$ cat config.mk
export PLATFORM = sky130hd
export DESIGN_NAME = wbpe_queue
export DESIGN_NICKNAME = d
export VERILOG_FILES = /design/src/design/wbpe_pkg.sv /design/src/design/wbpe_queue.sv
export SDC_FILE = /design/constraint.sdc
export NUM_CORES = 1
export LEC_CHECK = 0
export BUFFER_PORTS_ARGS = -buffer_cell sky130_fd_sc_hd__buf_2
export CAP_MARGIN = 20
export CORE_ASPECT_RATIO = 1.25
export CORE_MARGIN = 4
export CORE_UTILIZATION = 51
export DETAILED_ROUTE_END_ITERATION = 6
export GPL_TIMING_DRIVEN = 0
export PLACE_DENSITY = 0.86
export SYNTH_ARGS = -nofsm -noshare
export SYNTH_HDL_FRONTEND = slang
export SYNTH_SLANG_ARGS = --single-unit
$ cat constraint.sdc
create_clock -name clock -period 3.6 [get_ports clock]
set_input_delay 0.54 -clock clock [delete_from_list [all_inputs] [get_ports clock]]
set_output_delay 0.54 -clock clock [all_outputs]
set_load 0.05 [all_outputs]
$ cat src/design/wbpe_pkg.sv
package wbpe_pkg;

   localparam int CNT_W       = 5;
   localparam int COORD_W     = 16;
   localparam int T_W         = 16;
   localparam int U_W         = 32;
   localparam int QUEUE_DEPTH = 4;

   // one classified beat handed from front to back
   typedef struct packed {
      logic               is_eval;
      logic               wr_en;     // write inside the table
      logic               empty;     // path has no segments
      logic [CNT_W-1:0]   n;         // clamped segment count
      logic [3:0]         seg_w;
      logic [1:0]         pt;
      logic [COORD_W-1:0] x;
      logic [COORD_W-1:0] y;
      logic [COORD_W-1:0] z;
      logic [U_W-1:0]     u;
   } cmd_type;

endpackage

$ cat src/design/wbpe_queue.sv
module wbpe_queue (
   input  logic              clock,
   input  logic              reset,
   input  logic              push_valid,
   output logic              push_ready,
   input  wbpe_pkg::cmd_type push_data,
   output logic              pop_valid,
   input  logic              pop_ready,
   output wbpe_pkg::cmd_type pop_data
);

   localparam int PTR_W = $clog2(wbpe_pkg::QUEUE_DEPTH);

   wbpe_pkg::cmd_type slot_ff [0:wbpe_pkg::QUEUE_DEPTH-1];
   logic [PTR_W-1:0]  wr_ptr_ff, wr_ptr_in;
   logic [PTR_W-1:0]  rd_ptr_ff, rd_ptr_in;
   logic [PTR_W:0]    cnt_ff, cnt_in;
   logic              push, pop;

   assign push_ready = (cnt_ff != (PTR_W+1)'(wbpe_pkg::QUEUE_DEPTH));
   assign pop_valid  = (cnt_ff != '0);
   assign pop_data   = slot_ff[rd_ptr_ff];
   assign push       = push_valid && push_ready;
   assign pop        = pop_valid && pop_ready;

   always_comb begin
      wr_ptr_in = push ? wr_ptr_ff + 1'b1 : wr_ptr_ff;
      rd_ptr_in = pop  ? rd_ptr_ff + 1'b1 : rd_ptr_ff;
      cnt_in    = cnt_ff + (PTR_W+1)'(push) - (PTR_W+1)'(pop);
   end

   always_ff @(posedge clock) begin
      if (reset) begin
         wr_ptr_ff <= '0;
         rd_ptr_ff <= '0;
         cnt_ff    <= '0;
      end else begin
         wr_ptr_ff <= wr_ptr_in;
         rd_ptr_ff <= rd_ptr_in;
         cnt_ff    <= cnt_in;
      end
   end

   always_ff @(posedge clock) begin
      if (push) begin
         slot_ff[wr_ptr_ff] <= push_data;
      end
   end

endmodule

# Word level (Yosys, flattened, before mapping)
# Memories as Yosys holds them, arrays and structs flattened. A register that Yosys moved wholly into a read port is not among the register bits.
# Index checks and enable logic that the tools add are counted.
# word_totals
regBits	7
mem_bits_rw	376
inputBits	98
out_inout_bits	96
word_cells	16
n_memories	1
# mem_list
name	words	word_bits	read_ports	rd_clocked_by_memory_dff	wr	line	text
slot_ff	4	94	1	1	1	wbpe_queue.sv:14	wbpe_pkg::cmd_type slot_ff [0:wbpe_pkg::QUEUE_DEPTH-1];
# classes
n_addsub	4
n_eq_ne	1
muxes	4
reduce_logical	3
# op_table
op	n
$add A2 B1 Y2 const B	2
$mux W2	2
$add A3 B1 Y3	1
$ne A3 B3 Y1 const B	1
$reduce_bool A3 Y1	1
$sub A3 B1 Y3	1
$logic_and A1 B1 Y1	2
$mux W1	2

# Depth between registers and ports, before layout
# Gate-level depths: netlist of the first run.
# depth
ltp_word	4
mapped_depth	11
ltp_nobuf	11

# Worst setup path after synthesis of the first run
# OpenSTA, ideal clock, no wires.
# synth_timing
path_kind	input -> register
startpoint	input push_valid
endpoint	memory slot_ff[2][0] (netlist bit) (enable)
setup_time_ns	0.463
t_arrival_ns	3.130
t_required_ns	3.137
path_slack_ns	0.007
cell_stages	2
path_buffers	0
cell_sequence	a21boi_1 > and2_1
# synth_between
elab_chain_len	3
# synth_lines
element	line	text
start, declared	wbpe_queue.sv:4	input logic push_valid,
$logic_and A1 B1 Y1	wbpe_queue.sv:23	assign push = push_valid && push_ready;
$mux W1	wbpe_queue.sv:45	if (push) begin
$mux W1 (not written as such)	wbpe_queue.sv:46	slot_ff[wr_ptr_ff] <= push_data;
end, declared	wbpe_queue.sv:14	
# Every way passes these cells.

==> results of run 1 <==
==> critical path, delay by kind of cell, from the launching register on <==
kind / cells / cell delay (ps)
buffers and inverters: 3 / 930
DFF: 1 / 410
muxes: 1 / 380
==> path summary, 6_finish.rpt <==
| kind | from | end |
|---|---|---|
| max | register | pop_data[60] |
| min | push_data[52] | slot_ff[0][52] |
| max reg2reg | cnt_ff[1] | cnt_ff[2] |
| min reg2reg | wr_ptr_ff[1] | wr_ptr_ff[1] |
==> kinds of logic (layout without fill, tap and decap cells) <==
kind of cell | count (synthesis) | after routing | share of synthesized area, %
AOI/OAI and AO/OA | 3 | 3 | 0.1776
xor gates and xnor gates | 3 | 3 | 0.1865
adders and majority gates | 7 | 7 | 0.6747
buffers and inverters | 27 | 286 | 1.722
DFF | 385 | 385 | 81.39
muxes | 96 | 96 | 15.17
other | 0 | 4 | 0
and+or+nand+nor | 19 | 19 | 0.6747
==> Yosys cell counts <==
library cell	n	area, µm²
o311ai_0	1	8.760
nand2b_1	2	12.51
nor2b_1	1	6.260
clkbuf_1	1	3.750
xor2_1	2	17.52
buf_2	7	35.03
buf_1	3	11.26
dfxtp_1	9	180.2
a21boi_1	1	7.510
buf_4	3	22.52
ha_1	6	75.07
mux4_2	94	2117
edfxtp_1	376	11290
buf_12	7	140.1
nand2_1	1	3.750
o31a_1	1	8.760
nor3_1	1	5.000
and2_1	5	31.28
mux2i_1	1	10.01
or3_1	1	6.260
mux2_2	1	11.26
inv_1	5	18.77
xnor2_1	1	8.760
nor2_1	8	30.03
buf_6	1	11.26
fa_1	1	20.02
==> registers in the layout, summed over array words and instances (netlist names), named ones only <==
register / flops
slot_ff: 376
cnt_ff: 3
rd_ptr_ff: 2
wr_ptr_ff: 2
==> routing by layer <==
metal  vias to the layer above  routed length (µm)
li1                       2796                   -
met1                      3300                9813
met2                       195               13510
met3                        38                1737
met4                         8                 386
met5                         -                  54
==> per-stage QoR <==
step	setup slack [ps]	total power, µW
3_3_place_gp	-1863	10200
5_1_grt	618.3	14220
3_5_place_dp	827.0	10250
2_1_floorplan	6.508	9202
4_1_cts	720.8	13810
6_report	835.3	13620
==> power groups by stage <==
| stage | clock network (µW) | registers [µW] | logic (µW) |
|---|---|---|---|
| floorplan | 0 | 5710 | 3490 |
| global placement | 0 | 5780 | 4420 |
| detailed placement | 0 | 5720 | 4530 |
| CTS | 3630 | 5630 | 4550 |
| global route | 3850 | 5660 | 4710 |
| finish | 3540 | 5620 | 4460 |
==> area by class of cell <==
| cell class | count | area, µm² | share of cell area (%) |
|---|---|---|---|
| inverter | 5 | 18.77 | 0.1122 |
| multi-input combinational | 128 | 2390 | 14.29 |
| tap | 345 | 431.7 | 2.581 |
| clock buffer | 48 | 977.2 | 5.842 |
| buffer | 22 | 224.0 | 1.339 |
| clock inverter | 15 | 132.6 | 0.7929 |
| antenna | 4 | 10.01 | 0.05984 |
| sequential | 385 | 11470 | 68.58 |
| timing repair buffer | 196 | 1071 | 6.403 |
==> metrics, run 1 <==
Layout area overhead 18.68%; Max Clock Skew 18.55 ps; commonest non-fill, non-tap cell in the layout edfxtp_1; Crit path top cell by count buf_2; boundary pin count 194; die extent in x 156.7 µm; antenna violations before repair 7; design area 16,730 µm²; fin. max-slew vios 0; Netlist cell types 26; Starting Density 52.21%; GR Overflow Total 0; met3 Use GR ~4.3%; Synth Warn # 0; post-route insts no fill 1,148; Worst-path clk slew 60 ps; # DRC 0; Fin Setup TNS 0 ps; Syn Inst Count 540; Req. time, crit path 3060 ps; LEAKAGE 0.005629 µW; maximum vdd drop 481.7 µV; Crit. End Element primary output; Final Util roughly 62%; core region area 26,990 µm²; final net count 880; GRT met2 Usage 29.26%; Clk Tree Root Cell clkbuf_16; Die Area 30,370 µm²; switching part of the total power 34.20%; FF-to-FF path depth 11; busiest grt layer met2; register area share after synthesis approximately 80%; Internal Power approximately 9000 µW; Max-Cap Viols 0; CP max stage cell dfxtp_1; gp weighted congestion 0.6964; status completed; htree depth 2; #FFs+latches synth ~390; initial drt markers ~280; post-route minimum period 2765 ps; fill count around 1,800; vias in the first global route around 6,900; sequential power share 41.3%; clock tree buffer depth 3; CTS sink count approximately 390; Slew @ Worst Pin just under 900 ps; mean area per synthesized cell 26.10 µm²; CP Cell Sequence buf_2, buf_2, mux4_2, buf_2; R2R setup slack 850 ps; global-route wire length before repair 39,500 µm; via count 6,337; CP Launch Type register; Setup CP Type reg2out; Clk Latency, worst-skew pair around 500 ps; fmax 361.7 MHz; Mapped Nets 645; PortBufs 192; Wirelength per Cell 22.21 µm; final setup violation count 0; clock power share between 20% and 30%; Worst Hold Path Cells 1; PD cells 814.5 nW/µm²; post-CTS setup buffers 0; area of the mapped netlist 14,090 µm²; TritonCTS clock tree done; Final Hold Fails 0; RSZ-0062 raised after global routing no; post-DP HPWL 15,770 µm; commonest non-fill, non-tap cells in the layout edfxtp_1 (376), buf_2 (199), mux4_2 (94); M1 GR Usage a little over a fifth; Tot GR Track Use 16.95%; Vias per Instance 5.520; switching power 4659 µW; final wirelength 25,500 µm; # rows 67; WP data arrival 2220 ps; hold_buf cts 0; largest net degree at the start of global routing 59; crit-path max FO 10; chip height 193.9 µm; worst rel slew slack about 41%; post-CTS sizing 0; TritonCTS Buffers 37; Fin Hold WS 257.1 ps; share of cells above drive strength 1 45.56%; Crit path largest cell delay 410 ps; Placed Area 15,610 µm²; cell count after placement 1,081; DRT antenna net count 0; worst hold path type in2reg; period utilisation layout 76.80%; 1st-pass router iterations 4; Combinational Power Share 32.7%
Power figures use the tool's default switching activity.
==> run 2: changes to the inputs <==
- clock period: 3.6 -> 2.25 ns (I/O delays scaled with it)
==> metrics, run 2 (synthesis results as in run 1) <==
R2R setup slack 120 ps; fmax between 400 and 500 MHz; Die Area roughly 30,000 µm²; Max-Cap Viols 0; Slew @ Worst Pin 654.3 ps; LEAKAGE 0.005912 µW; FF-to-FF End cnt_ff[2]; design area between 15,000 and 20,000 µm²; boundary pin count 194; Final Util 64.64%; global-route wire length before repair 39,280 µm; chip height 193.9 µm; total power 23,180 µW; Hold EP slot_ff[2][84]; fill count 1,755; antenna violations before repair 1; CP Launch Type register; PD cells 1328 nW/µm²; WP data arrival between 1500 and 2000 ps; post-DP HPWL 15,530 µm; Placed Area 15,610 µm²; share of cells above drive strength 1 47.30%; DRT antenna net count 0; CP max stage cell mux4_2; CP Cell Sequence buf_12, buf_12, clkbuf_16, mux4_2, buf_6; violated checks negative setup slack; vias in the first global route a little under 7,000; maximum vdd drop 1017 µV; max FFs per register 376; final setup violation count 54; largest net degree at the start of global routing 59; GR Overflow Total 0; period utilisation layout 102.9%; Setup CP Type reg2out; commonest non-fill, non-tap cells in the layout edfxtp_1 (376), buf_2 (132), mux4_2 (94); via count roughly 6,400; Vias per Instance 5.485; gp weighted congestion 0.6885; Worst Hold Path Cells 1; 1st-pass router iterations 4; CTS sink count a little under 400; FF-to-FF path depth 11; commonest non-fill, non-tap cell in the layout edfxtp_1; crit-path max FO 5; Reg-to-Reg Start cnt_ff[1]; Final Hold Fails 0; clock tree buffer depth 3; # DRC 0; Largest regs slot_ff x376, cnt_ff x3; hold_buf cts 0; Starting Density a little over half; Max Clock Skew 12.12 ps; final setup margin -65.69 ps; fin. max-slew vios 0; worst hold path type in2reg; Layout area overhead 23.80%; final wirelength 26,740 µm; Worst-path clk slew 60 ps; Tot GR Track Use 16.78%; final net count 895; Clk Latency, worst-skew pair 500 ps; Crit path top cell by count buf_12; core region area 26,990 µm²; Clk Tree Root Cell clkbuf_16; status complete, but fails checks; Crit. End Element primary output; worst rel slew slack between 50% and 60%; initial drt markers 319; TritonCTS Buffers 35; min-delay src push_data[84]; Crit path largest cell delay roughly 510 ps; Wirelength per Cell 23.01 µm; htree depth 2; die extent in x 156.7 µm; TritonCTS clock tree done; RSZ-0062 raised after global routing yes; # rows 67; Biggest register slot_ff; PortBufs 192; post-route minimum period 2316 ps; Req. time, crit path 1910 ps
==> run 2: stage by stage <==
stage / setup TNS (ps) / setup WS (ps) / hold WS (ps) / instances
floorplan: -59140 / -157.3 / 436.4 / 540
global placement: -430280 / -1167 / 502.3 / 1077
detailed placement: -13150 / -149.5 / 520.5 / 1081
CTS: -8430 / -136.7 / 14.17 / 1149
global route: -7293 / -125.0 / 23.08 / 1162
finish: -2098 / -65.69 / 45.88 / 1162
==> run 2: layout make-up <==
class / instances / area [µm²] / area share [%]
flip-flops and latches: 385 / 11480 / 65.79
multi-input cells: 131 / 2416 / 13.85
repair buffers: 211 / 1735 / 9.946
clock buffers: 48 / 977.2 / 5.601
well taps: 345 / 431.7 / 2.474
plain buffers: 21 / 235.2 / 1.348
clock inverters: 15 / 151.4 / 0.8677
inverters: 5 / 18.77 / 0.1076
diodes: 1 / 2.502 / 0.01434
==> run 2: repair_timing <==
item / in CTS / in global routing
endpoints found under the setup margin: 309 / 303
endpoints found under the hold margin: 0 / 0
cloned: 0 / 8
resized for setup: 132 / 23
setup buffers: 5 / 5
pin swaps: 1 / 4
==> run 2: layer usage <==
metal  vias to the layer above  share of wire, %  GRT usage [%]
met2                       203                53          28.80
met1                      3300                37          21.33
met4                         0               2.8          4.920
li1                       2822                 -              -
met3                        49               6.7          4.086
met5                         -                 0              0
==> run 2: worst max path at each step <==
| stage | to | slack, ps |
|---|---|---|
| 3_3_place_gp | slot_ff[2][47] | -1170 |
| 4_1_cts | pop_data[59] | -140 |
| 5_1_grt | pop_data[54] | -130 |
| 6_report | pop_data[61] | -70 |
| 2_1_floorplan | slot_ff[0][0] | -160 |
| 3_5_place_dp | cnt_ff[2] | -150 |
==> run 2: power breakdown <==
| group | internal [µW] | total [µW] | switching, µW |
|---|---|---|---|
| Clock | 3400 | 5800 | 2400 |
| Sequential | 8790 | 9010 | 222 |
| Combinational | 3250 | 8360 | 5110 |
==> run 2: critical path: cells and delay by family (launching register included) <==
kind | cells | cell delay, ps
buf+inv | 4 | 590
flops | 1 | 370
mux | 1 | 510
